==> src/sv/npss_pkg.sv <==
// Package for the nearest path segment search block.
// Holds the item structs, the controller state and command codes, and the width constants.
// No dependencies.
`default_nettype none

package npss_pkg;

    localparam int MAX_POINTS  = 1024;
    localparam int IDX_W       = $clog2(MAX_POINTS);
    localparam int CNT_W       = IDX_W + 1;
    localparam int COORD_W     = 24;
    localparam int DIFF_W      = COORD_W + 1;
    localparam int MUL_W       = DIFF_W + 1;
    localparam int PROD_W      = 2 * MUL_W;
    localparam int SQ_W        = 2 * DIFF_W;
    localparam int DOT_W       = SQ_W + 1;
    localparam int NUM_W       = 2 * SQ_W;
    localparam int ARC_W       = 36;
    localparam int WIN_W       = 20;
    localparam int SPC_W       = 16;
    localparam int DIST_W      = 51;
    localparam int HINT_W      = 10;
    localparam int STEP_W      = IDX_W + 1;
    localparam int K_W         = 6;
    localparam int NPROD       = 13;
    localparam int PK_W        = $clog2(NPROD);
    localparam int DIV_STEPS   = SQ_W;
    localparam int SQRT_STEPS  = SQ_W / 2;
    localparam int DEGEN_LEN_SQ = 1;

    localparam logic CMD_LOAD  = 1'b0;
    localparam logic CMD_QUERY = 1'b1;

    localparam logic CFG_SEARCH_WINDOW = 1'b0;
    localparam logic CFG_MIN_SPACING   = 1'b1;

    // Product slots of the shared multiplier.
    localparam logic [PK_W-1:0] PK_DXDX = 4'd0;
    localparam logic [PK_W-1:0] PK_DYDY = 4'd1;
    localparam logic [PK_W-1:0] PK_EXDX = 4'd2;
    localparam logic [PK_W-1:0] PK_EYDY = 4'd3;
    localparam logic [PK_W-1:0] PK_EXDY = 4'd4;
    localparam logic [PK_W-1:0] PK_EYDX = 4'd5;
    localparam logic [PK_W-1:0] PK_EXEX = 4'd6;
    localparam logic [PK_W-1:0] PK_EYEY = 4'd7;
    localparam logic [PK_W-1:0] PK_FXFX = 4'd8;
    localparam logic [PK_W-1:0] PK_FYFY = 4'd9;
    localparam logic [PK_W-1:0] PK_LL   = 4'd10;
    localparam logic [PK_W-1:0] PK_HL   = 4'd11;
    localparam logic [PK_W-1:0] PK_HH   = 4'd12;

    typedef struct packed {
        logic                      command;
        logic signed [COORD_W-1:0] x;
        logic signed [COORD_W-1:0] y;
        logic                      first;
        logic                      last;
        logic [HINT_W-1:0]         hint;
    } t_in_item;

    typedef struct packed {
        logic [DIST_W-1:0] dist_sq;
        logic [HINT_W-1:0] best_segment;
        logic              no_path;
        logic              kept;
        logic [CNT_W-1:0]  point_count;
        logic              overflow;
    } t_out_item;

    typedef enum logic [4:0] {
        S_IDLE, S_DISPATCH,
        S_L_CHK, S_L_RD, S_L_DIFF, S_L_MUL, S_L_COMB, S_L_KEEP, S_L_SQRT, S_L_WRITE,
        S_Q_RD, S_Q_HD,
        S_SEG_RD, S_SEG_DIFF, S_SEG_MUL, S_SEG_COMB, S_SEG_BR, S_SEG_MULC, S_SEG_NUM,
        S_SEG_DIVI, S_SEG_DIV, S_SEG_UPDQ,
        S_BK_START, S_BK_RD, S_BK_CHK, S_FW_START, S_FW_RD, S_FW_CHK, S_FW_END,
        S_DONE
    } t_state;

    typedef enum logic [4:0] {
        OP_NONE, OP_CAPTURE, OP_LD_FIRST, OP_DIFF, OP_MUL, OP_COMB, OP_SQRT_INIT,
        OP_SQRT_STEP, OP_WRITE, OP_SET_OVF, OP_LATCH_HD, OP_NUM, OP_DIV_INIT,
        OP_DIV_STEP, OP_UPDATE, OP_NOPATH, OP_OUT
    } t_dp_op;

    typedef enum logic [1:0] {
        DSEL_D0, DSEL_D1, DSEL_Q
    } t_dsel;

    typedef struct packed {
        t_dp_op            op;
        logic [PK_W-1:0]   mul_k;
        logic [IDX_W-1:0]  pa0;
        logic [IDX_W-1:0]  pa1;
        logic [IDX_W-1:0]  arc_a;
        logic [IDX_W-1:0]  seg;
        t_dsel             dsel;
        logic              init;
    } t_dp_cmd;

    typedef struct packed {
        logic              is_query;
        logic [CNT_W-1:0]  count;
        logic [HINT_W-1:0] hint;
        logic              keep;
        logic              near_start;
        logic              past_end;
        logic              arc_lo;
        logic              arc_hi;
    } t_dp_stat;

endpackage

`default_nettype wire

==> src/sv/npss_ctrl.sv <==
// Controller of the nearest path segment search: the sequencing state machine, the
// window search indices and the output valid flag.
// Depends on npss_pkg; commands npss_datapath.
`default_nettype none

module npss_ctrl import npss_pkg::*; (
    input  wire logic     i_clk,
    input  wire logic     i_rst_n,
    input  wire logic     i_in_valid,
    output logic          o_in_ready,
    output logic          o_out_valid,
    input  wire logic     i_out_ready,
    input  wire t_dp_stat i_stat,
    output t_dp_cmd       o_cmd
);

    t_state             r_state, n_state;
    logic [K_W-1:0]     r_k, n_k;
    logic [IDX_W-1:0]   r_i, n_i, r_t, n_t, r_h, n_h, r_last, n_last;
    logic [IDX_W-1:0]   r_start, n_start, r_end, n_end;
    logic [STEP_W-1:0]  r_step, n_step;
    logic               r_scan, n_scan;
    logic               r_out_valid;

    logic               slot_free;
    logic [CNT_W-1:0]   cnt_m1, cnt_m2;
    logic [IDX_W-1:0]   bk_base, fw_base, bk_t, fw_t;
    logic [STEP_W-1:0]  nx_step;
    logic [STEP_W:0]    fw_sum;
    logic               chk_state;

    assign slot_free = !r_out_valid || i_out_ready;
    assign cnt_m1    = i_stat.count - CNT_W'(1);
    assign cnt_m2    = i_stat.count - CNT_W'(2);
    assign chk_state = (r_state == S_BK_CHK) || (r_state == S_FW_CHK);
    assign nx_step   = chk_state ? {r_step[STEP_W-2:0], 1'b0} : STEP_W'(1);
    assign bk_base   = (r_state == S_BK_CHK) ? r_t : r_h;
    assign fw_base   = (r_state == S_FW_CHK) ? r_t : r_h;
    assign bk_t      = (STEP_W'(bk_base) > nx_step) ? IDX_W'(STEP_W'(bk_base) - nx_step) : '0;
    assign fw_sum    = (STEP_W+1)'(fw_base) + (STEP_W+1)'(nx_step);
    assign fw_t      = (fw_sum < (STEP_W+1)'(r_last)) ? fw_sum[IDX_W-1:0] : r_last;

    always_comb begin
        n_state = r_state;
        n_k     = r_k;
        n_i     = r_i;
        n_t     = r_t;
        n_h     = r_h;
        n_last  = r_last;
        n_start = r_start;
        n_end   = r_end;
        n_step  = r_step;
        n_scan  = r_scan;
        unique case (r_state)
            S_IDLE: begin
                if (i_in_valid) begin
                    n_state = S_DISPATCH;
                end
            end
            S_DISPATCH: begin
                if (!i_stat.is_query) begin
                    n_state = S_L_CHK;
                end else if (i_stat.count < CNT_W'(2)) begin
                    n_state = S_DONE;
                end else begin
                    n_last  = cnt_m2[IDX_W-1:0];
                    n_h     = (CNT_W'(i_stat.hint) > cnt_m2) ? cnt_m2[IDX_W-1:0] :
                              i_stat.hint;
                    n_i     = n_h;
                    n_t     = n_h;
                    n_start = n_h;
                    n_scan  = 1'b0;
                    n_state = S_Q_RD;
                end
            end
            S_L_CHK: begin
                if (i_stat.count == '0) begin
                    n_state = S_L_WRITE;
                end else begin
                    n_i     = cnt_m1[IDX_W-1:0];
                    n_t     = cnt_m1[IDX_W-1:0];
                    n_state = S_L_RD;
                end
            end
            S_L_RD:   n_state = S_L_DIFF;
            S_L_DIFF: begin
                n_k     = K_W'(PK_EXEX);
                n_state = S_L_MUL;
            end
            S_L_MUL: begin
                n_k = r_k + K_W'(1);
                if (r_k == K_W'(PK_EYEY)) begin
                    n_state = S_L_COMB;
                end
            end
            S_L_COMB: n_state = S_L_KEEP;
            S_L_KEEP: begin
                n_k = '0;
                if (!i_stat.keep || i_stat.count >= CNT_W'(MAX_POINTS)) begin
                    n_state = S_DONE;
                end else begin
                    n_state = S_L_SQRT;
                end
            end
            S_L_SQRT: begin
                n_k = r_k + K_W'(1);
                if (r_k == K_W'(SQRT_STEPS - 1)) begin
                    n_state = S_L_WRITE;
                end
            end
            S_L_WRITE: n_state = S_DONE;
            S_Q_RD:    n_state = S_Q_HD;
            S_Q_HD:    n_state = S_SEG_DIFF;
            S_SEG_RD:  n_state = S_SEG_DIFF;
            S_SEG_DIFF: begin
                n_k     = K_W'(PK_DXDX);
                n_state = S_SEG_MUL;
            end
            S_SEG_MUL: begin
                n_k = r_k + K_W'(1);
                if (r_k == K_W'(PK_FYFY)) begin
                    n_state = S_SEG_COMB;
                end
            end
            S_SEG_COMB: n_state = S_SEG_BR;
            S_SEG_BR, S_SEG_UPDQ: begin
                if (r_state == S_SEG_BR && !i_stat.near_start && !i_stat.past_end) begin
                    n_k     = K_W'(PK_LL);
                    n_state = S_SEG_MULC;
                end else if (!r_scan) begin
                    n_state = S_BK_START;
                end else if (r_i == r_end) begin
                    n_state = S_DONE;
                end else begin
                    n_i     = r_i + IDX_W'(1);
                    n_state = S_SEG_RD;
                end
            end
            S_SEG_MULC: begin
                n_k = r_k + K_W'(1);
                if (r_k == K_W'(PK_HH)) begin
                    n_state = S_SEG_NUM;
                end
            end
            S_SEG_NUM:  n_state = S_SEG_DIVI;
            S_SEG_DIVI: begin
                n_k     = '0;
                n_state = S_SEG_DIV;
            end
            S_SEG_DIV: begin
                n_k = r_k + K_W'(1);
                if (r_k == K_W'(DIV_STEPS - 1)) begin
                    n_state = S_SEG_UPDQ;
                end
            end
            S_BK_START: begin
                if (r_h == '0) begin
                    n_state = S_FW_START;
                end else begin
                    n_step  = nx_step;
                    n_t     = bk_t;
                    n_state = S_BK_RD;
                end
            end
            S_BK_RD: n_state = S_BK_CHK;
            S_BK_CHK: begin
                if (i_stat.arc_lo) begin
                    n_state = S_FW_START;
                end else begin
                    n_start = r_t;
                    if (r_t == '0) begin
                        n_state = S_FW_START;
                    end else begin
                        n_step  = nx_step;
                        n_t     = bk_t;
                        n_state = S_BK_RD;
                    end
                end
            end
            S_FW_START: begin
                if (r_h != '0 && r_start == r_h) begin
                    n_start = r_h - IDX_W'(1);
                end
                n_end = r_h;
                if (r_h == r_last) begin
                    n_state = S_FW_END;
                end else begin
                    n_step  = nx_step;
                    n_t     = fw_t;
                    n_state = S_FW_RD;
                end
            end
            S_FW_RD: n_state = S_FW_CHK;
            S_FW_CHK: begin
                if (i_stat.arc_hi) begin
                    n_state = S_FW_END;
                end else begin
                    n_end = r_t;
                    if (r_t == r_last) begin
                        n_state = S_FW_END;
                    end else begin
                        n_step  = nx_step;
                        n_t     = fw_t;
                        n_state = S_FW_RD;
                    end
                end
            end
            S_FW_END: begin
                if (r_h != r_last && r_end == r_h) begin
                    n_end = r_h + IDX_W'(1);
                end
                n_i     = r_start;
                n_scan  = 1'b1;
                n_state = S_SEG_RD;
            end
            S_DONE: begin
                if (slot_free) begin
                    n_state = S_IDLE;
                end
            end
            default: n_state = S_IDLE;
        endcase
    end

    always_comb begin
        o_cmd       = '0;
        o_cmd.op    = OP_NONE;
        o_cmd.mul_k = r_k[PK_W-1:0];
        o_cmd.pa0   = r_i;
        o_cmd.pa1   = r_i + IDX_W'(1);
        o_cmd.arc_a = r_t;
        o_cmd.seg   = r_i;
        o_cmd.dsel  = DSEL_D0;
        o_cmd.init  = !r_scan;
        unique case (r_state)
            S_IDLE:     o_cmd.op = i_in_valid ? OP_CAPTURE : OP_NONE;
            S_DISPATCH: begin
                if (!i_stat.is_query) begin
                    o_cmd.op = OP_LD_FIRST;
                end else if (i_stat.count < CNT_W'(2)) begin
                    o_cmd.op = OP_NOPATH;
                end
            end
            S_L_DIFF, S_SEG_DIFF:            o_cmd.op = OP_DIFF;
            S_L_MUL, S_SEG_MUL, S_SEG_MULC:  o_cmd.op = OP_MUL;
            S_L_COMB, S_SEG_COMB:            o_cmd.op = OP_COMB;
            S_L_KEEP: begin
                if (i_stat.keep) begin
                    o_cmd.op = (i_stat.count >= CNT_W'(MAX_POINTS)) ? OP_SET_OVF :
                               OP_SQRT_INIT;
                end
            end
            S_L_SQRT:   o_cmd.op = OP_SQRT_STEP;
            S_L_WRITE:  o_cmd.op = OP_WRITE;
            S_Q_HD:     o_cmd.op = OP_LATCH_HD;
            S_SEG_BR: begin
                if (i_stat.near_start) begin
                    o_cmd.op = OP_UPDATE;
                end else if (i_stat.past_end) begin
                    o_cmd.op   = OP_UPDATE;
                    o_cmd.dsel = DSEL_D1;
                end
            end
            S_SEG_NUM:  o_cmd.op = OP_NUM;
            S_SEG_DIVI: o_cmd.op = OP_DIV_INIT;
            S_SEG_DIV:  o_cmd.op = OP_DIV_STEP;
            S_SEG_UPDQ: begin
                o_cmd.op   = OP_UPDATE;
                o_cmd.dsel = DSEL_Q;
            end
            S_DONE:     o_cmd.op = slot_free ? OP_OUT : OP_NONE;
            default:    o_cmd.op = OP_NONE;
        endcase
    end

    always_ff @(posedge i_clk) begin
        if (!i_rst_n) begin
            r_state     <= S_IDLE;
            r_scan      <= 1'b0;
            r_out_valid <= 1'b0;
        end else begin
            r_state <= n_state;
            r_scan  <= n_scan;
            if (r_state == S_DONE && slot_free) begin
                r_out_valid <= 1'b1;
            end else if (i_out_ready) begin
                r_out_valid <= 1'b0;
            end
        end
    end

    always_ff @(posedge i_clk) begin
        r_k     <= n_k;
        r_i     <= n_i;
        r_t     <= n_t;
        r_h     <= n_h;
        r_last  <= n_last;
        r_start <= n_start;
        r_end   <= n_end;
        r_step  <= n_step;
    end

    assign o_in_ready  = (r_state == S_IDLE);
    assign o_out_valid = r_out_valid;

    a_done_sets_valid: assert property (@(posedge i_clk) disable iff (!i_rst_n)
        (r_state == S_DONE && slot_free) |=> r_out_valid)
        else $error("finished item not presented");

    a_scan_in_window: assert property (@(posedge i_clk) disable iff (!i_rst_n)
        (r_state == S_SEG_RD && r_scan) |-> (r_i >= r_start && r_i <= r_end))
        else $error("scan index outside the search window");

    a_window_order: assert property (@(posedge i_clk) disable iff (!i_rst_n)
        (r_state == S_FW_END) |-> (r_end <= r_last && r_start <= r_h && r_h <= r_end))
        else $error("search window bounds out of order");

    a_div_count: assert property (@(posedge i_clk) disable iff (!i_rst_n)
        (r_state == S_SEG_DIV) |-> (r_k < K_W'(DIV_STEPS)))
        else $error("divider step count overrun");

endmodule

`default_nettype wire

==> config.mk <==
export PLATFORM = sky130hd
export DESIGN_NAME = npss_ctrl
export DESIGN_NICKNAME = d
export VERILOG_FILES = /design/src/sv/npss_pkg.sv /design/src/sv/npss_ctrl.sv
export SDC_FILE = /design/constraint.sdc
export NUM_CORES = 1
export LEC_CHECK = 0
export ABC_AREA = 1
export BUFFER_PORTS_ARGS = -buffer_cell sky130_fd_sc_hd__buf_2
export CAP_MARGIN = 0
export CORE_UTILIZATION = 45
export DETAILED_ROUTE_END_ITERATION = 16
export PLACE_DENSITY_LB_ADDON = 0.15
export SETUP_SLACK_MARGIN = 0.4
export SLEW_MARGIN = 20
export SYNTH_ARGS = -nofsm -noshare
export SYNTH_HDL_FRONTEND = slang
export SYNTH_SLANG_ARGS = --single-unit
==> constraint.sdc <==
create_clock -name i_clk -period 6.91 [get_ports i_clk]
set_input_delay 0.3455 -clock i_clk [delete_from_list [all_inputs] [get_ports i_clk]]
set_output_delay 0.3455 -clock i_clk [all_outputs]
set_load 0.02 [all_outputs]
Word-level counts from Yosys, hierarchy flattened:

Cells that the tools add are included.

* register bits after elaboration: 83
* bits of input ports: 31
* output and inout port bits: 54
* logic and storage cells: 202

* add/sub/neg operators: 8
* $lt $le $gt $ge: 5
* eq/ne operators: 62
* multiplexer cells: 73
* bitwise logic cells: 1
* reduce and logical (&&, ||, !) cells: 42

Operators with widths (count)
* $mux 10: 27
* $pmux 5 s28: 1
* $pmux 10 s4: 2
* $pmux 5 s15: 1
* $eq 5x5->1 const B: 14
* $mux 5: 14
* $pmux 10 s3: 2
* $pmux 10 s6: 1
* $eq 10x10->1: 5
* $ne 2x2->1 const B: 22
* $eq 5x4->1 const B: 8
* $mux 4: 10
* $pmux 6 s4: 1
* $gt 10x11->1: 2
* $reduce_and 7->1: 3
* $add 10x1->10 const B: 2
* $eq 5x3->1 const B: 4
* $logic_not 10->1: 2
* $sub 10x1->10 const B: 2
* $add 10x11->12: 1
* $eq 6x4->1 const B: 2
* $lt 12x10->1: 1
* $reduce_bool 4->1: 3
* $ge 11x11->1 const B: 1
* 33 further kinds: 60

Longest topological paths before layout:

* depth in word-level cells: 9
* gate-level depth with buffers: 32
* depth with buffers taken out: 30

Worst setup path after synthesis:

Ideal clock, no wire load.

* path kind: reg2reg
* from: register r_state[3]
* to: register r_t[2] (data pin)
* library setup time: 259 ps
* data arrival time: 3750 ps
* data required time: 6651 ps
* path slack: 2901 ps
* cell stages (with the launch flop): 31
* buffers on the path: 4
* clock period less this slack: 4009 ps
* cell sequence: dfxtp_1 buf_6 inv_2 nor2_4 nand3_4 buf_6 inv_1 clkbuf_1 o21ai_0 ha_1 a21oi_1 nand2_1 a21o_1 nand2_1 nand2_1 nand2_1 nand2_1 nand2_1 nand2_2 nand2_1 nand2_1 xor2_1 inv_1 ha_1 a211oi_1 nand2_2 nor2_4 buf_6 o21ai_1 nand3_1 nand3_1

* longest elaborated chain between the ends: 9
* elaborated cells between the ends (all ways): 23
* classes of those cells: add/sub: 2; order compare: 2; eq/ne: 6; mux: 12; reduce/logical: 1

RTL lines
* start: declaration: RTL line npss_ctrl.sv:17 `t_state r_state, n_state;`
* start signal: assignment: RTL line npss_ctrl.sv:282 `r_state <= n_state;`
* $eq 5x5->1, on equally long branches
* $logic_or 1x1->1: RTL line npss_ctrl.sv:35 `assign chk_state = (r_state == S_BK_CHK) || (r_state == S_FW_CHK);`
* $mux 11: RTL line npss_ctrl.sv:36 `assign nx_step = chk_state ? {r_step[STEP_W-2:0], 1'b0} : STEP_W'(1);`
* $add 10x11->12: RTL line npss_ctrl.sv:40 `assign fw_sum = (STEP_W+1)'(fw_base) + (STEP_W+1)'(nx_step);`
* $lt 12x10->1: RTL line npss_ctrl.sv:41 `assign fw_t = (fw_sum < (STEP_W+1)'(r_last)) ? fw_sum[IDX_W-1:0] : r_last;`
* $mux 10: RTL line npss_ctrl.sv:41
* $mux 10: RTL line npss_ctrl.sv:199 `if (r_t == r_last) begin`
* $mux 10: RTL line npss_ctrl.sv:195 `if (i_stat.arc_hi) begin`
* $pmux 10 s6 (*): RTL line npss_ctrl.sv:54 `unique case (r_state)`
* via n_t[2]: RTL line npss_ctrl.sv:19 `logic [IDX_W-1:0] r_i, n_i, r_t, n_t, r_h, n_h, r_last, n_last;`
* end signal: assignment: RTL line npss_ctrl.sv:295 `r_t <= n_t;`
* end: declaration: RTL line npss_ctrl.sv:19

The timed path passes the listed nets; every way through them passes the cells marked *. The select of a mux whose other input is x is not followed.
A chain may end at the register's enable or synchronous reset.

Final worst setup path:

* from: register r_state[3]
* to: register r_t[4] (data pin)

The elaborated chain is that of the path after synthesis.

==> impl_metrics.json <==
{
  "fin_util_pct": 50.9,
  "cp_max_fo": 11,
  "wire_per_inst_um": 20.4,
  "dr.first_iter.drc_count": 857,
  "endpoint_kind": "flip-flop",
  "track_usage_pct": 33.1,
  "rsz0062_at_grt": "false",
  "yosys_register_bits": 83,
  "vias_per_cell": 5.76,
  "required_ps": 7130,
  "dp.cells": 1426,
  "ys.flop_type": "edfxtp_1",
  "post_cts_buffers": 0,
  "dieHeight_um": 135,
  "die_width_um": 135,
  "setup_violations": 0,
  "synth.area.top_cells": "edfxtp_1 (29%), nand2_1 (11%), inv_1 (9.0%), ha_1 (7.4%), nor2_1 (6.2%)",
  "startpoint_type": "flip-flop",
  "cts_sinks": 83,
  "power.leakage_nw": 4.19,
  "final_nets": 1292,
  "holdBufCountCts": 0,
  "synth_top_area_share_pct": 28.6,
  "antenna_cells": 0,
  "ctsResizeCount": 0,
  "grt_max_degree": 23,
  "dp_worst_setup_slack_ps": 2360,
  "r2r_cells": 23,
  "synthArstFlopShare_pct": 0,
  "hold-worst-slack_ps": 280,
  "crit_arrival_ps": 4900,
  "clock.fmax_ghz": 0.214,
  "sequentialPowerShare_pct": 32.6,
  "grt_overflow_total": 0,
  "root_buffer": "clkbuf_16",
  "fin_crit_sh_pct": 67.6,
  "drv_slew": 0,
  "power_mw": 3.04,
  "yosysTopAreaCell": "edfxtp_1",
  "cts_tree": "built",
  "grt_pass1_vias": 7512,
  "cap_violations": 0,
  "fin_ws_ps": 2240,
  "r2r-end": "r_t[4]",
  "syn-num-nets": 1224,
  "gp_congestion": 0.990,
  "hpwl_um": 23800,
  "finClkSkew_ps": 11.1,
  "drc_errors": 0,
  "hold_viol": 0,
  "detail-route-antenna-nets": 0,
  "drive_gt1_share_pct": 12.1,
  "endpoint": "r_t[4]",
  "placed_area_mm2": 0.00851,
  "combPwrFrac_pct": 51.2,
  "ios": 85,
  "slew_headroom_pct": 21.6,
  "power.share.clock_pct": 16.2,
  "worstSkewPairLatency_ps": 360,
  "power.switching_mw": 1.53,
  "internal_power_mw": 1.52,
  "ys_types": 54,
  "synth_area_mm2": 0.00797,
  "fin_tns_setup_ps": 0,
  "numPortBuffers": 84,
  "netlist_instances": 1144,
  "outcome": "completed",
  "p_per_area_mw_per_mm2": 346,
  "yosysWarningCount": 0,
  "path_clk_slew_ps": 70,
  "min_path_type": "primary input to flip-flop",
  "vias": 8300,
  "grt_pass1_wl_um": 44100,
  "cts_buffer_depth": 2,
  "reg2reg_slack_ps": 2240,
  "synth_edf_count": 76,
  "worstSetupPathType": "flip-flop to flip-flop",
  "dr.pass1.iters": 6,
  "h-tree-depth": 3,
  "power_switching_share_pct": 50.2,
  "antenna_found_initial": 0,
  "stdcell_area_mm2": 0.00880,
  "post-route-min-period_ps": 4670,
  "startpoint": "r_state[3]",
  "layout.cells.non_filler": 1442,
  "start_util_pct": 46.1,
  "synth-seq-area-share_pct": 30.4,
  "ir_worst_vdd_v": 0.000241,
  "tightest_slew_ps": 1160,
  "routed_wl_um": 29500,
  "syn_avg_cell_area_um2": 6.96,
  "coreArea_mm2": 0.0173,
  "cts_buffers": 9,
  "r2r-start": "r_state[3]",
  "area_growth_pct": 10.5,
  "dieArea_mm2": 0.0182,
  "row_count": 48
}
[logic make-up after synthesis]
group	synth area share (%)
and+or+nand+nor	30.5
xor gates and xnor gates	4.51
AOI/OAI and AO/OA	14.2
DFF	30.4
adders and majority gates	7.88
buffers and inverters	12.5
[worst max-delay path, stage by stage (launching register included)]
cell and delay, ps:
dfxtp_1 480, inv_2 70, nor2_4 150, nand3_2 310
nand2_1 490, nand2_1 220, fa_1 480, nor2_1 250
o21ai_0 120, nand2_1 120, a31o_2 180, xor2_1 290
ha_1 300, nand2_1 70, inv_1 30, nand2_1 50
nand2_1 50, nand2_1 80, nand3_2 110, nor2_4 260
inv_2 140, nand2_1 90, nand3_1 60, nand3b_1 120
[layout make-up]
class                           count  area (um2)
Tap cell                          225         282
Clock buffer                       12         236
Multi-Input combinational cell    821        4560
Inverter                          204         766
Clock inverter                      4        51.3
Fill cell                        1828        8490
Sequential cell                    83        2420
Timing Repair Buffer               93         488
[cells in the mapped netlist, drive strengths merged (11+ instances only)]
cell type,number
a21oi,42
buf,25
clkbuf,11
edfxtp,76
ha,47
inv,199
nand2,243
nand3,72
nand4,19
nor2,138
nor3,32
nor4,19
o21ai,76
or2,11
xor2,31
[how the worst min path moves through the flow]
stage	cells after the start	end	start
after floorplan	0	r_last[0]	i_stat[15]
after global placement	2	r_scan	r_scan
after detailed placement	2	r_scan	r_scan
after CTS	1	r_last[0]	i_stat[15]
after global routing	1	r_last[0]	i_stat[15]
final	1	r_last[0]	i_stat[15]
[routing by layer]
| layer | part of all wire [%] | track usage, % | vias to the layer above | wire, um |
|---|---|---|---|---|
| met1 | 44 | 47.9 | 3841 | 13000 |
| met5 | 0 | 0 | - | 0 |
| li1 | - | - | 3957 | - |
| met4 | 3.2 | 13.2 | 0 | 951 |
| met3 | 10 | 5.67 | 57 | 3080 |
| met2 | 42 | 48.5 | 445 | 12400 |
[power groups by stage]
stage               clock, mW  combinational [mW]  sequential (mW)
finish                  0.494                1.56            0.991
global placement            0                1.53            0.984
detailed placement          0                1.52            0.989
CTS                     0.494                1.53            0.979
floorplan                   0                1.01            0.964
global route            0.507                1.70             1.00
[state kept, by name, indices dropped and copies added (netlist names)]
register     flops
r_scan           1
r_last          10
r_start         10
r_t             10
r_step          10
r_end           10
r_h             10
o_out_valid      1
r_state          5
r_k              6
r_i             10
[placed cells by master (no fill, tap or decap), drive strengths merged, types with 10 or more instances in the layout]
master,synthesis,routed
inv,199,199
o21ai,76,76
xnor2,10,10
nor3,32,32
o211ai,10,10
nor4,19,19
a21oi,42,42
nand2,243,243
buf,25,93
xor2,31,31
clkbuf,11,12
ha,47,47
edfxtp,76,76
nand3,72,72
or2,11,11
nor2,138,138
nand4,19,19
Note: power is estimated with default switching activity, not from simulation.
